==> src/rtl/aqg_pkg.sv <==
// shared widths, codes and constants of the adaptive quality governor
package aqg_pkg;

   // window depth and derived widths
   localparam int HISTORY_DEPTH = 32;
   localparam int SLOT_W = (HISTORY_DEPTH > 1) ? $clog2(HISTORY_DEPTH) : 1;
   localparam int CNT_W = $clog2(HISTORY_DEPTH + 1);

   // field widths
   localparam int FT_W = 20;
   localparam int SUM_W = FT_W + $clog2(HISTORY_DEPTH);
   localparam int TIME_W = 32;
   localparam int MEM_W = 16;
   localparam int LEVEL_W = 3;
   localparam int DROP_W = 32;
   localparam int INTV_W = 10;
   localparam int THR_W = INTV_W + LEVEL_W;
   localparam int OUT_SUM_W = 25;
   localparam int OUT_CNT_W = 6;
   localparam int CSR_IDX_W = 2;
   localparam int CSR_DATA_W = 16;
   localparam int PROD_W = 32;

   // operation codes
   localparam logic OP_GATE = 1'b0;
   localparam logic OP_DONE = 1'b1;

   // register indexes
   localparam logic [CSR_IDX_W-1:0] REG_ADAPTIVE_ENABLED = 2'd0;
   localparam logic [CSR_IDX_W-1:0] REG_MEMORY_BUDGET = 2'd1;
   localparam logic [CSR_IDX_W-1:0] REG_MIN_INTERVAL = 2'd2;

   // register reset values
   localparam logic RST_ADAPTIVE_ENABLED = 1'b1;
   localparam logic [MEM_W-1:0] RST_MEMORY_BUDGET = 16'd512;
   localparam logic [INTV_W-1:0] RST_MIN_INTERVAL = 10'd16;

   // level bounds
   localparam logic [LEVEL_W-1:0] LEVEL_MIN = 3'd0;
   localparam logic [LEVEL_W-1:0] LEVEL_MAX = 3'd5;
   localparam logic [LEVEL_W-1:0] LEVEL_GATE = 3'd3;
   localparam logic [LEVEL_W-1:0] LEVEL_MEM_FLOOR = 3'd1;
   localparam logic [LEVEL_W-1:0] GATE_SCALE_BASE = 3'd4;

   // rate and sampling constants
   localparam int RATE_LOW = 25;
   localparam int RATE_HIGH = 35;
   localparam int US_PER_S = 1000000;
   localparam logic [TIME_W-1:0] SAMPLE_PERIOD_MS = 32'd1000;

   // window totals after the current word
   typedef struct packed {
      logic [SUM_W-1:0] sum;
      logic [CNT_W-1:0] count;
   } win_stat_type;

endpackage

==> src/rtl/aqg_if.sv <==
// channel interfaces of the adaptive quality governor

interface aqg_req_if import aqg_pkg::*; ();
   logic valid;
   logic ready;
   logic operation;
   logic [TIME_W-1:0] time_ms;
   logic [FT_W-1:0] frame_time_us;
   logic [MEM_W-1:0] memory_mb;

   modport source(output valid, operation, time_ms, frame_time_us, memory_mb,
      input ready);
   modport sink(input valid, operation, time_ms, frame_time_us, memory_mb,
      output ready);
endinterface

interface aqg_rsp_if import aqg_pkg::*; ();
   logic valid;
   logic ready;
   logic process_frame;
   logic [LEVEL_W-1:0] quality_level;
   logic [DROP_W-1:0] dropped_count;
   logic memory_over;
   logic [OUT_SUM_W-1:0] window_sum_us;
   logic [OUT_CNT_W-1:0] window_count;

   modport source(output valid, process_frame, quality_level, dropped_count,
      memory_over, window_sum_us, window_count, input ready);
   modport sink(input valid, process_frame, quality_level, dropped_count,
      memory_over, window_sum_us, window_count, output ready);
endinterface

interface aqg_csr_if import aqg_pkg::*; ();
   logic valid;
   logic ready;
   logic [CSR_IDX_W-1:0] index;
   logic [CSR_DATA_W-1:0] data;

   modport source(output valid, index, data, input ready);
   modport sink(input valid, index, data, output ready);
endinterface

==> src/rtl/aqg_window.sv <==
// sliding window of frame times with running sum and fill count
module aqg_window import aqg_pkg::*; (
   input logic clock,
   input logic reset,
   input logic push,
   input logic [FT_W-1:0] frame_time,
   output win_stat_type stat_next
);

   logic [FT_W-1:0] window_ff [HISTORY_DEPTH];
   logic [SUM_W-1:0] sum_ff, sum_in;
   logic [CNT_W-1:0] fill_ff, fill_in;
   logic [SLOT_W-1:0] slot_ff, slot_in;
   logic full;
   logic [FT_W-1:0] oldest;

   assign full = (fill_ff >= CNT_W'(HISTORY_DEPTH));
   // only read once the window is full, so every entry read was written
   assign oldest = full ? window_ff[slot_ff] : '0;

   always_comb begin
      sum_in = sum_ff;
      fill_in = fill_ff;
      slot_in = slot_ff;
      if (push) begin
         sum_in = sum_ff - SUM_W'(oldest) + SUM_W'(frame_time);
         fill_in = full ? fill_ff : fill_ff + 1'b1;
         slot_in = (slot_ff == SLOT_W'(HISTORY_DEPTH - 1)) ? '0 : slot_ff + 1'b1;
      end
   end

   assign stat_next.sum = sum_in;
   assign stat_next.count = fill_in;

   always_ff @(posedge clock) begin
      if (reset) begin
         sum_ff <= '0;
         fill_ff <= '0;
         slot_ff <= '0;
      end else begin
         sum_ff <= sum_in;
         fill_ff <= fill_in;
         slot_ff <= slot_in;
      end
   end

   always_ff @(posedge clock) begin
      if (push) begin
         window_ff[slot_ff] <= frame_time;
      end
   end

endmodule

==> src/rtl/adaptive_quality_governor.sv <==
// top level: frame gate, frame time window, memory sample and quality level
// a req word passes the input register and then the result register before its rsp word is valid
// throughput: one word per cycle while rsp is not stalled; all per-word work sits between the two registers
// a result waiting on rsp does not block req until the input register is also full
// reset: synchronous, active high; level 5, counters, window totals and samples cleared,
// config registers to enabled, 512 MB budget, 16 ms interval; window entries are not cleared
module adaptive_quality_governor import aqg_pkg::*; (
   input logic clock,
   input logic reset,
   aqg_req_if.sink req_chan,
   aqg_rsp_if.source rsp_chan,
   aqg_csr_if.sink csr_chan
);

   // config registers
   logic enable_ff;
   logic [MEM_W-1:0] budget_ff;
   logic [INTV_W-1:0] min_intv_ff;

   // input register
   logic in_v_ff, in_v_in;
   logic op_ff;
   logic [TIME_W-1:0] now_ff;
   logic [FT_W-1:0] ft_ff;
   logic [MEM_W-1:0] mem_ff;

   // governor state
   logic [LEVEL_W-1:0] level_ff, level_in;
   logic [TIME_W-1:0] last_pass_ff, last_pass_in;
   logic [TIME_W-1:0] last_sample_ff, last_sample_in;
   logic [MEM_W-1:0] latched_ff, latched_in;
   logic [DROP_W-1:0] drop_ff, drop_in;

   // result register
   logic out_v_ff, out_v_in;
   logic pass_ff;
   logic [LEVEL_W-1:0] qlev_ff;
   logic [DROP_W-1:0] dcnt_ff;
   logic over_ff;
   logic [OUT_SUM_W-1:0] wsum_ff;
   logic [OUT_CNT_W-1:0] wcnt_ff;

   logic req_fire, fire, push;
   logic [TIME_W-1:0] elapsed_pass, elapsed_sample;
   logic [THR_W-1:0] gate_thr;
   logic drop;
   logic sample_due;
   logic mem_over;
   win_stat_type stat_next;
   logic [PROD_W-1:0] scaled, low_prod, high_prod;
   logic rate_low, rate_high;
   logic [LEVEL_W-1:0] lev_rate;

   // handshakes: compute stage moves when the result register is free or draining
   assign fire = in_v_ff && (!out_v_ff || rsp_chan.ready);
   assign req_chan.ready = !in_v_ff || fire;
   assign req_fire = req_chan.valid && req_chan.ready;
   assign in_v_in = req_fire || (in_v_ff && !fire);
   assign out_v_in = fire || (out_v_ff && !rsp_chan.ready);
   assign csr_chan.ready = 1'b1;

   // only done words enter the window
   assign push = fire && (op_ff == OP_DONE);

   aqg_window u_window (
      .clock(clock),
      .reset(reset),
      .push(push),
      .frame_time(ft_ff),
      .stat_next(stat_next)
   );

   // gate: drop while adapting at low level and the interval is not yet over
   assign elapsed_pass = now_ff - last_pass_ff;
   assign gate_thr = THR_W'(min_intv_ff) * THR_W'(GATE_SCALE_BASE - level_ff);
   assign drop = (op_ff == OP_GATE) && enable_ff && (level_ff < LEVEL_GATE) &&
      (elapsed_pass < TIME_W'(gate_thr));

   // memory sample, wrapping time difference
   assign elapsed_sample = now_ff - last_sample_ff;
   assign sample_due = (op_ff == OP_DONE) && (elapsed_sample > SAMPLE_PERIOD_MS);
   assign latched_in = (fire && sample_due) ? mem_ff : latched_ff;
   assign last_sample_in = (fire && sample_due) ? now_ff : last_sample_ff;
   assign mem_over = (latched_in > budget_ff);

   // fps compare without division: 25*sum vs 1e6*count and 35*sum vs 1e6*count
   assign scaled = PROD_W'(stat_next.count) * PROD_W'(US_PER_S);
   assign low_prod = PROD_W'(stat_next.sum) * PROD_W'(RATE_LOW);
   assign high_prod = PROD_W'(stat_next.sum) * PROD_W'(RATE_HIGH);
   assign rate_low = (stat_next.sum == '0) || (low_prod > scaled);
   assign rate_high = (high_prod < scaled);

   always_comb begin
      lev_rate = level_ff;
      if (rate_low) begin
         if (level_ff > LEVEL_MIN) begin
            lev_rate = level_ff - 1'b1;
         end
      end else if (rate_high && (level_ff < LEVEL_MAX)) begin
         lev_rate = level_ff + 1'b1;
      end
   end

   always_comb begin
      level_in = level_ff;
      last_pass_in = last_pass_ff;
      drop_in = drop_ff;
      if (fire) begin
         if (op_ff == OP_GATE) begin
            if (drop) begin
               drop_in = drop_ff + 1'b1;
            end else begin
               last_pass_in = now_ff;
            end
         end else if (enable_ff) begin
            // memory pressure takes one more step after the rate rule
            level_in = (mem_over && (lev_rate > LEVEL_MEM_FLOOR)) ? lev_rate - 1'b1 :
               lev_rate;
         end
      end
   end

   // config writes
   always_ff @(posedge clock) begin
      if (reset) begin
         enable_ff <= RST_ADAPTIVE_ENABLED;
         budget_ff <= RST_MEMORY_BUDGET;
         min_intv_ff <= RST_MIN_INTERVAL;
      end else if (csr_chan.valid && csr_chan.ready) begin
         case (csr_chan.index)
            REG_ADAPTIVE_ENABLED: enable_ff <= csr_chan.data[0];
            REG_MEMORY_BUDGET: budget_ff <= csr_chan.data[MEM_W-1:0];
            REG_MIN_INTERVAL: min_intv_ff <= csr_chan.data[INTV_W-1:0];
            default: ;
         endcase
      end
   end

   // control and state
   always_ff @(posedge clock) begin
      if (reset) begin
         in_v_ff <= 1'b0;
         out_v_ff <= 1'b0;
         level_ff <= LEVEL_MAX;
         last_pass_ff <= '0;
         last_sample_ff <= '0;
         latched_ff <= '0;
         drop_ff <= '0;
      end else begin
         in_v_ff <= in_v_in;
         out_v_ff <= out_v_in;
         level_ff <= level_in;
         last_pass_ff <= last_pass_in;
         last_sample_ff <= last_sample_in;
         latched_ff <= latched_in;
         drop_ff <= drop_in;
      end
   end

   // input word payload
   always_ff @(posedge clock) begin
      if (req_fire) begin
         op_ff <= req_chan.operation;
         now_ff <= req_chan.time_ms;
         ft_ff <= req_chan.frame_time_us;
         mem_ff <= req_chan.memory_mb;
      end
   end

   // result word payload
   always_ff @(posedge clock) begin
      if (fire) begin
         pass_ff <= !drop;
         qlev_ff <= level_in;
         dcnt_ff <= drop_in;
         over_ff <= mem_over;
         wsum_ff <= OUT_SUM_W'(stat_next.sum);
         wcnt_ff <= OUT_CNT_W'(stat_next.count);
      end
   end

   assign rsp_chan.valid = out_v_ff;
   assign rsp_chan.process_frame = pass_ff;
   assign rsp_chan.quality_level = qlev_ff;
   assign rsp_chan.dropped_count = dcnt_ff;
   assign rsp_chan.memory_over = over_ff;
   assign rsp_chan.window_sum_us = wsum_ff;
   assign rsp_chan.window_count = wcnt_ff;

endmodule

==> src/flat_wrapper.sv <==
// flat-port wrapper written by rule: the top's interface ports become plain ports
module adaptive_quality_governor_flat import aqg_pkg::*;
  (clock, reset, req_chan_valid, req_chan_operation, req_chan_time_ms, req_chan_frame_time_us, req_chan_memory_mb, req_chan_ready, rsp_chan_valid, rsp_chan_process_frame, rsp_chan_quality_level, rsp_chan_dropped_count, rsp_chan_memory_over, rsp_chan_window_sum_us, rsp_chan_window_count, rsp_chan_ready, csr_chan_valid, csr_chan_index, csr_chan_data, csr_chan_ready);
  aqg_req_if req_chan_i ();
  aqg_rsp_if rsp_chan_i ();
  aqg_csr_if csr_chan_i ();
  input logic clock;
  input logic reset;
  input wire logic [$bits(req_chan_i.valid)-1:0] req_chan_valid;
  input wire logic [$bits(req_chan_i.operation)-1:0] req_chan_operation;
  input wire logic [$bits(req_chan_i.time_ms)-1:0] req_chan_time_ms;
  input wire logic [$bits(req_chan_i.frame_time_us)-1:0] req_chan_frame_time_us;
  input wire logic [$bits(req_chan_i.memory_mb)-1:0] req_chan_memory_mb;
  output wire logic [$bits(req_chan_i.ready)-1:0] req_chan_ready;
  output wire logic [$bits(rsp_chan_i.valid)-1:0] rsp_chan_valid;
  output wire logic [$bits(rsp_chan_i.process_frame)-1:0] rsp_chan_process_frame;
  output wire logic [$bits(rsp_chan_i.quality_level)-1:0] rsp_chan_quality_level;
  output wire logic [$bits(rsp_chan_i.dropped_count)-1:0] rsp_chan_dropped_count;
  output wire logic [$bits(rsp_chan_i.memory_over)-1:0] rsp_chan_memory_over;
  output wire logic [$bits(rsp_chan_i.window_sum_us)-1:0] rsp_chan_window_sum_us;
  output wire logic [$bits(rsp_chan_i.window_count)-1:0] rsp_chan_window_count;
  input wire logic [$bits(rsp_chan_i.ready)-1:0] rsp_chan_ready;
  input wire logic [$bits(csr_chan_i.valid)-1:0] csr_chan_valid;
  input wire logic [$bits(csr_chan_i.index)-1:0] csr_chan_index;
  input wire logic [$bits(csr_chan_i.data)-1:0] csr_chan_data;
  output wire logic [$bits(csr_chan_i.ready)-1:0] csr_chan_ready;
  assign req_chan_i.valid = req_chan_valid;
  assign req_chan_i.operation = req_chan_operation;
  assign req_chan_i.time_ms = req_chan_time_ms;
  assign req_chan_i.frame_time_us = req_chan_frame_time_us;
  assign req_chan_i.memory_mb = req_chan_memory_mb;
  assign req_chan_ready = req_chan_i.ready;
  assign rsp_chan_valid = rsp_chan_i.valid;
  assign rsp_chan_process_frame = rsp_chan_i.process_frame;
  assign rsp_chan_quality_level = rsp_chan_i.quality_level;
  assign rsp_chan_dropped_count = rsp_chan_i.dropped_count;
  assign rsp_chan_memory_over = rsp_chan_i.memory_over;
  assign rsp_chan_window_sum_us = rsp_chan_i.window_sum_us;
  assign rsp_chan_window_count = rsp_chan_i.window_count;
  assign rsp_chan_i.ready = rsp_chan_ready;
  assign csr_chan_i.valid = csr_chan_valid;
  assign csr_chan_i.index = csr_chan_index;
  assign csr_chan_i.data = csr_chan_data;
  assign csr_chan_ready = csr_chan_i.ready;
  adaptive_quality_governor u_core (.clock(clock), .reset(reset), .req_chan(req_chan_i), .rsp_chan(rsp_chan_i), .csr_chan(csr_chan_i));
endmodule
==> config.mk <==
export PLATFORM = sky130hd
export DESIGN_NAME = adaptive_quality_governor_flat
export DESIGN_NICKNAME = d
export VERILOG_FILES = /design/src/rtl/aqg_pkg.sv /design/src/rtl/aqg_if.sv /design/src/rtl/aqg_window.sv /design/src/rtl/adaptive_quality_governor.sv /design/src/flat_wrapper.sv
export SDC_FILE = /design/constraint.sdc
export NUM_CORES = 2
export LEC_CHECK = 0
export BUFFER_PORTS_ARGS = -buffer_cell sky130_fd_sc_hd__buf_2
export CAP_MARGIN = 30
export CORE_UTILIZATION = 43
export CTS_CLUSTER_DIAMETER = 100
export DETAILED_ROUTE_END_ITERATION = 6
export PLACE_DENSITY_LB_ADDON = 0.1
export SETUP_SLACK_MARGIN = 0.5
export SYNTH_ARGS = -nofsm -noshare
export SYNTH_HDL_FRONTEND = slang
export SYNTH_SLANG_ARGS = --single-unit
==> constraint.sdc <==
create_clock -name clock -period 15.3 [get_ports clock]
set_clock_uncertainty 0.2 [all_clocks]
set_input_delay 3.06 -clock clock [delete_from_list [all_inputs] [get_ports clock]]
set_output_delay 3.06 -clock clock [all_outputs]
set_load 0.01 [all_outputs]
Word-level counts from Yosys, hierarchy flattened
Memory sizes are Yosys's and may differ from the RTL's. A register that Yosys moved wholly into a read port is not among the register bits.
Index checks and enable logic that the tools add are counted.
{"block": "word_totals", "input_bits": 92, "out_inout_bits": 71, "mem_count": 1, "mem_bits_ro": 0, "latchBits": 0, "mem_bits_rw": 640, "reg_bits": 317}
{"block": "op_classes", "n_div": 0, "mux": 20, "n_lt_le_gt_ge": 10, "n_addsub": 11, "n_shift": 0, "multipliers": 4, "bitwise_logic": 2, "n_reduce_logical": 28, "n_eq_ne": 3}
{"memory": "u_core.u_window.window_ff", "depth": 32, "word_bits": 20, "read_ports": 1, "rd_clocked_by_memory_dff": 1, "wr": 1, "line_no": "aqg_window.sv:10", "source": "logic [FT_W-1:0] window_ff [HISTORY_DEPTH];"}
{"op": "$mux W32", "count": 3}
{"op": "$sub A32 B32 Y32", "count": 2}
{"op": "$add A32 B1 Y32 const B", "count": 1}
{"op": "$gt A32 B10 Y1 const B", "count": 1}
{"op": "$lt A32 B13 Y1", "count": 1}
{"op": "$lt A31 B26 Y1", "count": 1}
{"op": "$mul A25 B6 Y31 const B", "count": 1}
{"op": "$gt A30 B26 Y1", "count": 1}
{"op": "$mul A25 B5 Y30 const B", "count": 1}
{"op": "$add A25 B20 Y25", "count": 1}
{"op": "$logic_not A25 Y1", "count": 1}
{"op": "$mux W25", "count": 1}
{"op": "$sub A25 B20 Y25", "count": 1}
{"op": "$mux W3", "count": 7}
{"op": "$mul A6 B14 Y20 const B", "count": 1}
{"op": "$mux W20", "count": 1}
{"op": "$gt A16 B16 Y1", "count": 1}
{"op": "$mux W16", "count": 1}
{"op": "$mux W5", "count": 3}
{"op": "$mul A10 B13 Y13", "count": 1}
{"op": "$logic_and A1 B1 Y1", "count": 12}
{"op": "$mux W6", "count": 2}
{"op": "$add A6 B1 Y6 const B", "count": 1}
{"op": "$ge A6 B6 Y1 const B", "count": 1}
{"op": "17 further kinds", "count": 31}

Depth between registers and ports, before layout
{"block": "logic_depth", "ltp_word": 16, "depth_mapped": 52}

By module
A second synthesis with hierarchy kept.
{"block": "unflattened", "hier_cells": 4156, "area_unflattened_um2": 52293.9}
{"mod": "aqg_window", "cells_per_inst": 1465, "seq_area_each_um2": 20039.2, "n_inst": 1, "area_per_inst_um2": 28240.8}
{"mod": "adaptive_quality_governor", "cells_per_inst": 2691, "seq_area_each_um2": 6996.7, "n_inst": 1, "area_per_inst_um2": 24053.1}

Worst setup path before layout
No wires, ideal clock.
{"block": "synth_timing", "path_kind": "register to register", "from": "register with a tool-made name", "to": "register u_core.qlev_ff[2] (netlist: u_core.rsp_chan.quality_level[2]), data pin", "slack_ns": 3.931, "stages_incl_launch_ff": 51, "arrival_time_ns": 11.037, "path_buffers": 3, "synth_period_minus_slack_ns": 11.369, "path_cell_list": "dfxtp_1 > clkbuf_1 > clkbuf_1 > buf_1 > mux4_2 > mux4_2 > mux2i_1 > nor2_1 > fa_1 > inv_1 > ha_1 > a211oi_1 > o21ai_0 > a21o_1 > a21oi_1 > xnor2_1 > a21oi_1 > inv_1 > [... 15 more ...] > o21a_1 > o21a_1 > nor2_1 > xnor2_1 > ha_1 > o21a_1 > o211ai_1 > a21oi_1 > nor4_1 > o21ai_0 > nor4b_1 > nand4_1 > nor2b_1 > xnor2_1 > ha_1 > nand2_1 > or4_1 > nand2_1"}
{"element": "end signal: assignment", "line_no": "adaptive_quality_governor.sv:174", "source": "qlev_ff <= level_in;"}
{"element": "end: declaration", "line_no": "adaptive_quality_governor.sv:37", "source": "logic [LEVEL_W-1:0] qlev_ff;"}

==> impl_summary.txt <==
----------------------------------------------------
[Clocking]
  Number of clock sinks ... 962
  Buffer type at the clock tree root ... sky130_fd_sc_hd__clkbuf_16
  Clock H-tree levels ... 3
  Buffer depth of the longest clock path ... 3
  # Post-CTS Setup Buffers ... 0
  Clock transition at path regs ... 0.06 ns
  Cts repair resizes ... 0
  Total clock buffers created by CTS ... 104
  Clock latency on the worst-skew pair ... 0.73 ns
  TritonCTS clock tree ... yes
  Count of hold buffers inserted by post-cts repair ... 0

[Detailed routing]
  Drt drc ... 0
  First-iteration detailed-routing DRC count ... 2323
  DR vias ... 31.4k
  Total iterations of the first detailed-routing run ... 5
  Routed wire per std cell ... 21.9 um
  Per-cell via count in the routed design ... 5.40
  Sum of routed wire length over all layers ... 127000 um
  Remaining antenna violation count ... 0

[Finish]
  Layout cell share with drive strength beyond 1 ... 16.1%
  Synth-to-layout area growth ... 12.9%
  Final layout net count ... 4762
  Number of antenna cells inserted ... 0
  Post-route standard cell area excluding fillers ... 57600 um^2
  Commonest non-fill, non-tap cell in the layout ... sky130_fd_sc_hd__edfxtp_1
  Final cell utilization of the core ... 48.8%
  Highest-count cells in the layout ignoring fill and taps ... sky130_fd_sc_hd__edfxtp_1 (777), sky130_fd_sc_hd__inv_1 (501), sky130_fd_sc_hd__ha_1 (362), sky130_fd_sc_hd__nor2_1 (243), sky130_fd_sc_hd__nand2_1 (208)

[Worst setup path]
  Crit. End Element ... flop
  Cell type with the highest occurrence count on the critical path ... sky130_fd_sc_hd__ha_1
  Crit path largest cell delay ... 0.60 ns
  Library cell contributing the largest single delay on the critical path ... sky130_fd_sc_hd__dfxtp_4
  Category of the most critical setup path ... flop to flop
  Setup crit start kind ... flop
  CP required ... 15.67 ns
  Reg2reg path depth ... 46
  Maximum net fanout on the critical path ... 31
  CP Data Arrival Time ... 13.32 ns

[Pwr]
  Relative contribution of sequential cells to total power ... 42.6%
  Portion of total power attributed to the clock network ... 36.9%
  Proportion of total power due to net switching ... 28.4%
  Sw Pwr ... 1.93 mW
  Share of power burned in combinational logic ... 20.5%
  Largest vdd supply drop ... 87.8 uV
  Cell Int Power ... 4.87 mW
  Power per cell area ... 118 nW/um^2
  LEAKAGE ... 22.4 nW

[Global routing]
  Pin count of the biggest net entering global routing ... 68
  Initial antenna violation count ... 2
  Vias in the first global route ... 31.5k
  Wire length of the first global-routing pass ... 194000 um
  Total track usage ... 21.4%
  Global-route congestion overflow total ... 0

[Yosys]
  Post-synthesis instance area ... 51000 um^2
  Ys async rst share ... 0%
  Post-synthesis cell type count ... 85
  Yosys reg bits ... 962
  Synthesized area divided by synthesized cell count ... 12.9 um^2
  Prevailing post-synth register cell ... sky130_fd_sc_hd__edfxtp_1
  Number of nets produced by synthesis ... 4532
  Syn Inst Count ... 3968
  Number of flops mapped to enable cells by yosys ... 777
  Syn. warnings ... 0
  Sequential share of the synthesized area ... 53.0%

[Placed design]
  Post-place instance area ... 54200 um^2
  IO Port Bufs ... 161
  Detail Placement HPWL ... 88200 um
  Final GP Congestion ... 0.862

[Flow run]
  Number of max-capacitance violations reported ... 0

[Floorplan]
  I/O pin cnt ... 163
  Die Width ... 346 um
  Core Area ... 118000 um^2
  Number of placement rows ... 126
  Die Y-Extent ... 346 um
  Initial core utilization ... 43.3%
  Floorplan die area ... 120000 um^2

[Timing]
  F_max ... 77.3 MHz
  Setup TNS after final layout ... 0 ns
  Final Cycle Share ... 84.6%
  Setup repair after global routing missed its margin ... false
  Min cycle time layout ... 12.94 ns
  Total of endpoints with negative setup slack in the final report ... 0
  Worst-case headroom to the max-slew limit ... 31.8%
  Actual slew at the worst max-slew pin ... 1.01 ns
  Max Transition Viols Final ... 0
  Final Hold Violating Endpoints ... 0

[Status]
  Status ... complete, no violations

[Hold path]
  Worst hold path stage count ... 2
  Path category of the worst min-delay check ... flop to flop

----------------------------------------------------
==> state kept, by name, indices dropped and copies added, names as in the netlist, 20 cells and up, named ones only <==
| register | count |
|---|---|
| u_core.drop_ff | 32 |
| u_core.ft_ff | 20 |
| u_core.last_pass_ff | 32 |
| u_core.last_sample_ff | 32 |
| u_core.now_ff | 32 |
| u_core.rsp_chan.dropped_count | 32 |
| u_core.rsp_chan.window_sum_us | 25 |
| u_core.u_window.sum_ff | 25 |
| u_core.u_window.window_ff | 640 |
==> per-stage QoR <==
step / std cells / total power [mW] / setup WS [ns] / hold WS (ns)
after floorplan: 3968 / 3.94 / 3.93 / 0.236
after global placement: 5617 / 4.33 / 2.42 / 0.244
after detailed placement: 5627 / 4.34 / 2.49 / 0.250
after CTS: 5817 / 6.87 / 2.41 / 0.258
after global routing: 5818 / 7.15 / 1.42 / 0.278
final: 5818 / 6.80 / 2.36 / 0.255
==> Yosys cell counts (15+ instances only) <==
cell | number | share of area [%]
sky130_fd_sc_hd__dfxtp_1 | 185 | 7.3
sky130_fd_sc_hd__mux2_2 | 27 | 0.60
sky130_fd_sc_hd__and3_1 | 22 | 0.27
sky130_fd_sc_hd__nor4_1 | 16 | 0.20
sky130_fd_sc_hd__or4_1 | 15 | 0.22
sky130_fd_sc_hd__o21a_1 | 39 | 0.57
sky130_fd_sc_hd__nand3_1 | 53 | 0.52
sky130_fd_sc_hd__nand2b_1 | 33 | 0.40
sky130_fd_sc_hd__xnor2_1 | 84 | 1.4
sky130_fd_sc_hd__a211oi_1 | 23 | 0.34
sky130_fd_sc_hd__nor3_1 | 49 | 0.48
sky130_fd_sc_hd__or3_1 | 30 | 0.37
sky130_fd_sc_hd__mux4_2 | 200 | 8.8
sky130_fd_sc_hd__mux2i_1 | 106 | 2.1
sky130_fd_sc_hd__a21oi_1 | 196 | 1.9
sky130_fd_sc_hd__ha_1 | 362 | 8.9
sky130_fd_sc_hd__xor2_1 | 35 | 0.60
sky130_fd_sc_hd__o211ai_1 | 18 | 0.26
sky130_fd_sc_hd__buf_1 | 18 | 0.13
sky130_fd_sc_hd__inv_1 | 501 | 3.7
sky130_fd_sc_hd__fa_1 | 110 | 4.3
sky130_fd_sc_hd__a21o_1 | 56 | 0.82
sky130_fd_sc_hd__nand2_1 | 208 | 1.5
sky130_fd_sc_hd__o21ai_0 | 109 | 1.1
sky130_fd_sc_hd__o31ai_1 | 16 | 0.24
sky130_fd_sc_hd__a31oi_1 | 20 | 0.25
sky130_fd_sc_hd__clkbuf_1 | 93 | 0.68
sky130_fd_sc_hd__nor2b_1 | 36 | 0.44
sky130_fd_sc_hd__and2_1 | 53 | 0.65
sky130_fd_sc_hd__nand4_1 | 31 | 0.38
sky130_fd_sc_hd__nor2_1 | 276 | 2.0
sky130_fd_sc_hd__edfxtp_1 | 777 | 46
==> power groups by stage <==
stage	registers [mW]	clock network [mW]	logic, mW
after floorplan	2.96	0	0.984
after global placement	2.96	0	1.37
after detailed placement	2.96	0	1.38
after CTS	2.90	2.57	1.40
after global routing	2.90	2.66	1.58
final	2.90	2.51	1.40
==> area by class of cell <==
| cell class | count | area, um^2 |
|---|---|---|
| Fill cell | 10452 | 60300 |
| Sequential cell | 962 | 27000 |
| Multi-Input combinational cell | 2383 | 21800 |
| Clock buffer | 131 | 2720 |
| Tap cell | 1536 | 1920 |
| Inverter | 502 | 1880 |
| Timing Repair Buffer | 245 | 1610 |
| Clock inverter | 59 | 659 |
==> worst max-delay path, delay by kind of cell, from the launching register on <==
kind / cells / cell delay (ns)
flip-flops: 1 / 0.60
AO/OA/AOI/OAI: 14 / 3.83
multiplexers: 3 / 1.41
buffers and inverters: 7 / 1.38
adder cells (fa/ha/maj): 8 / 2.80
XOR/XNOR: 3 / 0.48
AND/OR/NAND/NOR: 11 / 2.04
==> cell families after synthesis <==
logic type / count (synthesis) / synth area share [%]
and+or+nand+nor: 879 / 8.42
DFF: 962 / 53.0
buffers and inverters: 623 / 4.63
xor gates and xnor gates: 119 / 2.04
muxes: 333 / 11.5
AOI/OAI and AO/OA: 579 / 7.22
other: 1 / 0.00735
adders and majority gates: 472 / 13.2
==> metal layers <==
metal,global-route usage [%],up-vias,share of wire [%]
met5,0,-,0
met4,5.83,0,2.1
met3,2.81,158,4.4
met2,34.8,639,48
met1,30.0,15660,46
li1,-,14943,-
==> final timing paths <==
| kind | slack, ns | end | from |
|---|---|---|---|
| hold reg to reg | 0.26 | u_core.budget_ff[8]$_SDFFE_PP0P_ | u_core.budget_ff[8]$_SDFFE_PP0P_ |
| hold / removal | 0.26 | u_core.budget_ff[8]$_SDFFE_PP0P_ | u_core.budget_ff[8]$_SDFFE_PP0P_ |
| setup / recovery | 2.36 | u_core.rsp_chan.quality_level[2]$_DFFE_PP_ | flop |
| setup reg to reg | 2.36 | u_core.rsp_chan.quality_level[2]$_DFFE_PP_ | flop |
(Power assumes the default switching activity.)
